--- src/design/fbpa_pkg.sv ---
`default_nettype none

package fbpa_pkg;

   parameter int MAX_SLOTS  = 1024;
   parameter int SLOT_W     = $clog2(MAX_SLOTS);
   parameter int COUNT_W    = $clog2(MAX_SLOTS + 1);
   parameter int CSR_ADDR_W = 2;
   parameter int CSR_DATA_W = 32;

   parameter logic [COUNT_W-1:0]    CAP_MAX           = COUNT_W'(MAX_SLOTS);
   parameter logic [CSR_ADDR_W-1:0] CSR_ADDR_CAPACITY = CSR_ADDR_W'(0);

   typedef enum logic {
      CMD_ALLOC = 1'b0,
      CMD_FREE  = 1'b1
   } command_type;

   typedef enum logic [1:0] {
      STATUS_OK          = 2'd0,
      STATUS_FULL        = 2'd1,
      STATUS_NOT_IN_POOL = 2'd2,
      STATUS_GUARD       = 2'd3
   } status_type;

   typedef struct packed {
      command_type        command;
      logic [COUNT_W-1:0] slot_to_free;
   } req_type;

   typedef struct packed {
      logic [SLOT_W-1:0]  slot_index;
      status_type         status;
      logic [COUNT_W-1:0] in_use_count;
   } rsp_type;

   // controller -> datapath
   typedef struct packed {
      logic accept;
      logic read;
      logic exec;
      logic cfg_write;
   } ctrl_cmd_type;

endpackage

`default_nettype wire

--- src/design/fbpa_ctrl.sv ---
`default_nettype none

module fbpa_ctrl (
   input  wire logic                             clock,
   input  wire logic                             reset,
   input  wire logic                             req_valid,
   output logic                                  req_ready,
   output logic                                  rsp_valid,
   input  wire logic                             rsp_ready,
   input  wire logic                             csr_psel,
   input  wire logic                             csr_penable,
   input  wire logic                             csr_pwrite,
   input  wire logic [fbpa_pkg::CSR_ADDR_W-1:0]  csr_paddr,
   output fbpa_pkg::ctrl_cmd_type                cmd
);
   import fbpa_pkg::*;

   typedef enum logic [1:0] {
      IDLE,
      READ,
      EXEC
   } state_type;

   state_type state_ff, state_in;
   logic      rsp_valid_ff, rsp_valid_in;

   always_comb begin
      cmd.accept    = (state_ff == IDLE) && req_valid;
      cmd.read      = (state_ff == READ);
      cmd.exec      = (state_ff == EXEC) && (!rsp_valid_ff || rsp_ready);
      cmd.cfg_write = csr_psel && csr_penable && csr_pwrite &&
                      (csr_paddr == CSR_ADDR_CAPACITY);
   end

   always_comb begin
      state_in = state_ff;
      unique case (state_ff)
         IDLE: begin
            if (req_valid) state_in = READ;
         end
         READ: begin
            state_in = EXEC;
         end
         EXEC: begin
            // hold the result until the output register is free
            if (!rsp_valid_ff || rsp_ready) state_in = IDLE;
         end
         default: begin
            state_in = IDLE;
         end
      endcase

      rsp_valid_in = rsp_valid_ff;
      if (cmd.exec) begin
         rsp_valid_in = 1'b1;
      end else if (rsp_ready) begin
         rsp_valid_in = 1'b0;
      end
   end

   always_ff @(posedge clock) begin
      if (reset) begin
         state_ff     <= IDLE;
         rsp_valid_ff <= 1'b0;
      end else begin
         state_ff     <= state_in;
         rsp_valid_ff <= rsp_valid_in;
      end
   end

   assign req_ready = (state_ff == IDLE);
   assign rsp_valid = rsp_valid_ff;

endmodule

`default_nettype wire

--- config.mk ---
export PLATFORM = sky130hd
export DESIGN_NAME = fbpa_ctrl
export DESIGN_NICKNAME = d
export VERILOG_FILES = /design/src/design/fbpa_pkg.sv /design/src/design/fbpa_ctrl.sv
export SDC_FILE = /design/constraint.sdc
export NUM_CORES = 1
export LEC_CHECK = 0
export BUFFER_PORTS_ARGS = -buffer_cell sky130_fd_sc_hd__buf_2
export CORE_AREA = 10 10 47 49
export DETAILED_ROUTE_END_ITERATION = 12
export DIE_AREA = 0 0 57 59
export GPL_TIMING_DRIVEN = 1
export PLACE_DENSITY_LB_ADDON = 0.12
export RECOVER_POWER = 25
export SLEW_MARGIN = 10
export SYNTH_ARGS = -nofsm -noshare
export SYNTH_HDL_FRONTEND = slang
export SYNTH_SLANG_ARGS = --single-unit
export TNS_END_PERCENT = 100
--- constraint.sdc ---
create_clock -name clock -period 1 [get_ports clock]
set_input_delay 0.2 -clock clock [delete_from_list [all_inputs] [get_ports clock]]
set_output_delay 0.2 -clock clock [all_outputs]
set_load 0.03 [all_outputs]
; ---- Word-level counts from Yosys, hierarchy flattened
; Index checks and enable logic that the tools add are counted.
[op_classes]
n_reduce_logical = 11
mux = 5
n_eq_ne = 4
[op_table]
columns = operator, n
row1 = case mux 2 bit (3 select lines), 1
row2 = logical AND 1 bit, 5
row3 = logical NOT 2 bit, 2
row4 = two-way mux 2 bit, 2
row5 = == test 2 x 1 -> 1 bit (second input constant), 1
row6 = == test 2 bit (second input constant), 1
row7 = two-way mux 1 bit, 2
row8 = inequality test 2 x 1 -> 1 bit (second input constant), 1
row9 = inequality test 2 bit (second input constant), 1
row10 = AND reduction 2 bit, 1
row11 = nonzero test 2 bit, 1
row12 = logical NOT 1 bit, 1
row13 = logical OR 1 bit, 1
[totals]
out_inout_bits = 6
word_cells = 22
reg_bits = 3
input_bits = 9

; ---- Depth between registers and ports, before layout
; Gate-level depths: netlist of the first run.
[logic_depth]
depth_word = 4
mapped_depth = 3
depth_no_buf = 2

; ---- Worst setup path before layout of the first run
; OpenSTA, ideal clock, no wires.
[synth_timing]
path_type = reg-to-reg
start = reg state_ff[0]
end = reg state_ff[1]
required_ns = 0.940
path_slack_ns = -0.139
setup_ns = 0.060
synth_period_minus_slack_ns = 1.139
t_arrival_ns = 1.079
path_buffers = 0
path_stages_with_launch = 3
cell_sequence = dfxtp_1 nor2b_1 o21ba_1
[synth_rtl]
columns = element, line_no
row1 = "start, declared", fbpa_ctrl.sv:24  ; state_type state_ff, state_in;
row2 = "start signal, assigned", fbpa_ctrl.sv:66  ; state_ff <= state_in;

==> results.ini, run 1 <==
[clock_tree]
cts_root_buffer=clkbuf_4
h-tree-depth=1
clock_latency_ps=240
cts_buffers=3
cts.clk_slew.worst_paths_ps=40
cts_buffer_depth=2
cts_tree=yes
clock_sinks=3

[routing]
post_drt_wl_per_cell_um=11.4
drtIter0Drc=2
wirelength_um=603
route.detailed.drc=0
vias=192
drt_pass1_iterations=3
antenna_left=0
via_per_inst=3.62

[status]
violations=negative setup slack
status=finished with violations

[hold_path]
hold_path.class=input pin to register
whs_path_depth=2
min_from=reset
hold-path-endpoint=rsp_valid

[floorplan]
start_util_pct=10.7
dieArea_sq_um=3360
die_w_um=57
core_sq_um=1400
dieHeight_um=59
rows=14
num_io_pins=15

[power_and_ir_drop]
p_leak_nw=0.170
ir_drop_v=0.000704
power_mw=0.470
powerDensity_nw_per_um2=1320

[worst_setup_path]
crit_fanout=5
r2r_start=state_ff[1]
critPathLaunchType=register
critPathRequiredTime_ps=800
r2r_end=state_ff[1]
worstPathArrival_ps=990
worstRegToRegCells=3
crit_path_end_kind=primary output
path_class=register to primary output
r2r_slack_ps=20

[yosys]
ys_seq_area_share_pct=40.0
avgSynthCellArea_sq_um=9.38
synth_largest_area_cell=dfxtp_1
synth_edf_count=0
synth_nets=25
ys_ff_latch=3
yosysTopAreaCellShare_pct=40.0
synthTopCellsByArea=dfxtp_1 (40%), nor2b_1 (13%), nand2b_1 (8.3%)
synthDistinctLibCells=11
synth_warnings=0
synthCells=16
ys.flop_type=dfxtp_1
synth_area_sq_um=150
synth_common_cells=dfxtp_1 (3), nor2b_1 (3), nand2b_1 (2)
async_flop_share_pct=0

[global_route]
grt_max_degree=6
grt_pass1_wl_um=890
grt_pass1_vias=230
antenna_found_initial=0
grt.total_usage_pct=3.66
grt_overflow_total=0

[sta]
timing_hold_violations_final=0
finClkSkew_ps=4.85
grt_setup_unrepaired=yes
timing.final.crit_period_ps=1190
drv_slew=0
slew_headroom_pct=81.2
finalCritPeriodShare_pct=119
fmax_ghz=0.841
worst_pin_slew_ps=279
setup_ws_ps=-189
setup_violations=4

[finish]
drive_gt1_share_pct=78.4
layout.nets=47
stdcell_count=53
antenna_cells=0
syn_to_final_growth_pct=138

[place]
numPlacedInstances=46
place_congestion=0.663
hpwlAfterDp_um=477
pre_cts_slack_ps=-43.8
port_buffers=14

[job]
cap_viol_max_count=0

timing repair:
item | in CTS | in global routing
setup endpoints to repair | 4 | 5
pin swaps | 1 | 1
resized for setup | 16 | 0
hold buffers | 0 | 0
setup buffers | 1 | 2
how the worst max path moves through the flow:
stage / from / endpoint / slack, ps / cells past startpoint
after floorplan: state_ff[0] / state_ff[1] / 8 / 2
after global placement: state_ff[0] / cmd[1] / -40 / 3
after detailed placement: state_ff[0] / cmd[1] / -40 / 3
after CTS: state_ff[0] / cmd[1] / -220 / 3
after global routing: state_ff[0] / cmd[1] / -260 / 3
final: state_ff[0] / cmd[1] / -190 / 3
state kept, by name (all words and copies together) (netlist names):
| signal | flops |
|---|---|
| state_ff | 2 |
| rsp_valid | 1 |
critical path: stages, from the launching register on:
cell,delay (ps)
dfxtp_4,350
nand2b_4,140
nor2b_1,100
buf_4,160
cells by family (layout without fill, tap and decap cells):
family	count (synthesis)	after routing	synth area share, %
compound gates	2	2	10.0
buf+inv	1	22	5.00
flops	3	3	40.0
simple gates	10	10	45.0
cell usage in the layout, fill, tap and decap left out:
cell type  count
dfxtp_4        2
buf_2         10
nor3b_4        1
nor4bb_1       1
buf_6          4
o21ba_1        1
nor2_4         1
clkbuf_4       3
nand3_1        1
buf_4          4
dfxtp_2        1
nand2b_1       1
nor3_2         1
a21oi_1        1
nand2b_4       1
nor2b_4        1
clkbuf_1       1
nor2b_1        2
stage by stage:
| step | area (sq um) | hold WS, ps | setup TNS (ps) | util (%) |
|---|---|---|---|---|
| after floorplan | 165 | 262 | 0 | - |
| after global placement | 255 | 391 | -38.3 | 18.2 |
| after detailed placement | 255 | 398 | -57.3 | 18.2 |
| after CTS | 342 | 143 | -756 | 24.4 |
| after global routing | 357 | 145 | -907 | 25.4 |
| final | 357 | 146 | -688 | 25.4 |
routing by layer:
layer  global-route usage [%]  up-vias  wire [um]
met3                     4.08        0         60
met2                     5.27        9        304
met1                     3.06       86        238
met4                     2.01        0          0
li1                         -       97          -
met5                        0        -          0
power breakdown:
group / switching, mW / total [mW] / internal [mW]
clock network: 0.0703 / 0.220 / 0.150
logic: 0.0531 / 0.116 / 0.0632
registers: 0.00905 / 0.133 / 0.124
total: 0.132 / 0.470 / 0.337
area by class of cell:
cell class,instances,area [sq um]
fill,165,1040
timing repair buffer,18,125
multi-input combinational,12,116
sequential,3,68.8
clock buffer,4,26.3
tap,16,20.0
Note: power is estimated with default switching activity, not from simulation.
==> run 2: changes to the inputs <==
--- a/config.mk
+++ b/config.mk
@@ -7,6 +7,7 @@
 export LEC_CHECK = 0
 export BUFFER_PORTS_ARGS = -buffer_cell sky130_fd_sc_hd__buf_2
 export CORE_AREA = 10 10 47 49
+export CTS_BUF_LIST = sky130_fd_sc_hd__clkbuf_4
 export DETAILED_ROUTE_END_ITERATION = 12
 export DIE_AREA = 0 0 57 59
 export GPL_TIMING_DRIVEN = 1
==> run 2 against run 1 <==
The flow still finishes with violations (negative setup slack). Core utilization grew 0.27 points. Combinational power about the same. Sequential power barely moved. Fmax about the same. Sequential share of layout area decreased by 0.20 points. Non-clock buffer count unchanged. Die area stayed put. Cell area grew 1.1%.
==> results.ini, run 2 (synthesis results as in run 1) <==
[sta]
timing_hold_violations_final=0
finalCritPeriodShare_pct=119
timing.final.crit_period_ps=1190
fmax_ghz=0.840
tns_ps=-688
worst_pin_slew_ps=279
setup_ws_ps=-190
grt_setup_unrepaired=yes
setup_violations=4
slew_headroom_pct=81.2
drv_slew=0
finClkSkew_ps=4.04

[worst_setup_path]
r2r_slack_ps=20
critPathRequiredTime_ps=800
worstPathArrival_ps=990
critical_path_buf_inv_count=1
critPathLaunchType=register
slowest_delay_ps=350
crit_path_end_kind=primary output
path_cells=nand2b_4 -> nor2b_1 -> buf_4
cp_slowest_cell=dfxtp_4
r2r_start=state_ff[1]
path_class=register to primary output
crit_fanout=5
worstRegToRegCells=3
r2r_end=state_ff[1]
cpLargestDelayFamily=flip-flops

[floorplan]
dieArea_sq_um=3360
dieHeight_um=59
core_sq_um=1400
num_io_pins=15
die_w_um=57
start_util_pct=10.7
rows=14

[global_route]
antenna_found_initial=0
grt_overflow_total=0
grt_max_degree=6
grt_pass1_wl_um=890
grt.total_usage_pct=3.66
grt_pass1_vias=230

[clock_tree]
h-tree-depth=1
cts_tree=yes
hold_buffers=0
clock_sinks=3
cts_root_buffer=clkbuf_4
cts_buffer_depth=2
cts.clk_slew.worst_paths_ps=40
cts_buffers=3
clock_latency_ps=240

[hold_path]
whs_path_depth=2
min_from=reset
hold_path.class=input pin to register
hold-path-endpoint=rsp_valid

[place]
pre_cts_slack_ps=-43.8
hpwlAfterDp_um=477
port_buffers=14
placed_area_sq_um=255
place_congestion=0.663

[power_and_ir_drop]
p_leak_nw=0.173
power_mw=0.498
powerDensity_nw_per_um2=1380
ir_drop_v=0.000703

[finish]
layout.nets=47
final_common_cell=buf_2
largest_register=state_ff
drive_gt1_share_pct=81.1
largest_register_ffs=2
antenna_cells=0
layout_common_cells=buf_2 (10), clkbuf_4 (4), buf_4 (4), buf_6 (4)
syn_to_final_growth_pct=140
final_area_sq_um=360

[routing]
drtIter0Drc=2
wirelength_um=606
vias=193
post_drt_wl_per_cell_um=11.4
via_per_inst=3.64
route.detailed.drc=0
drt_pass1_iterations=3
antenna_left=0

[status]
violations=negative setup slack
status=finished with violations

[job]
cap_viol_max_count=0

[run 2: how the worst max path moves through the flow]
stage	to	cells after the start	slack [ps]	startpoint
5_1_grt	cmd[1]	3	-250	state_ff[0]
3_3_place_gp	cmd[1]	3	-40	state_ff[0]
6_report	cmd[1]	3	-190	state_ff[0]
2_1_floorplan	state_ff[1]	2	8	state_ff[0]
3_5_place_dp	cmd[1]	3	-40	state_ff[0]
4_1_cts	cmd[1]	3	-220	state_ff[0]
[run 2: layer usage]
| metal | GRT usage, % | part of all wire, % | wire [um] | vias up |
|---|---|---|---|---|
| met5 | 0 | 0 | 0 | - |
| met2 | 5.27 | 51 | 307 | 9 |
| met3 | 4.08 | 9.9 | 60 | 0 |
| met4 | 2.01 | 0 | 0 | 0 |
| li1 | - | - | - | 97 |
| met1 | 3.06 | 39 | 237 | 87 |
[run 2: worst reg2reg max path, cell delays in order, from the launching register on]
cell      delay [ps]
dfxtp_4          380
buf_6            120
nor4bb_1         250
o21ba_1          160
[run 2: through the flow]
stage	hold slack [ps]	utilization (%)	std cells
2_1_floorplan	262	-	16
5_1_grt	145	25.7	53
3_5_place_dp	398	18.2	46
6_report	146	25.7	53
3_3_place_gp	391	18.2	46
4_1_cts	143	24.6	51
[run 2: where the power goes]
part           total, mW  switching [mW]  internal, mW
combinational      0.116          0.0531        0.0632
clock              0.249          0.0715         0.177
sequential         0.133         0.00903         0.124
total              0.498           0.134         0.364
[run 2: what timing repair did]
| item | in CTS | in global routing |
|---|---|---|
| endpoints found under the setup margin | 4 | 5 |
| gates resized for setup | 16 | 0 |
| buffers inserted | 1 | 2 |
| hold endpoints to repair | 0 | 0 |
| pin swaps | 1 | 1 |
[run 2: layout make-up]
cell class / count / area (sq um)
well taps: 16 / 20.0
fillers: 166 / 1040
multi-input cells: 12 / 116
flip-flops and latches: 3 / 68.8
clock buffers: 4 / 30.0
repair buffers: 18 / 125
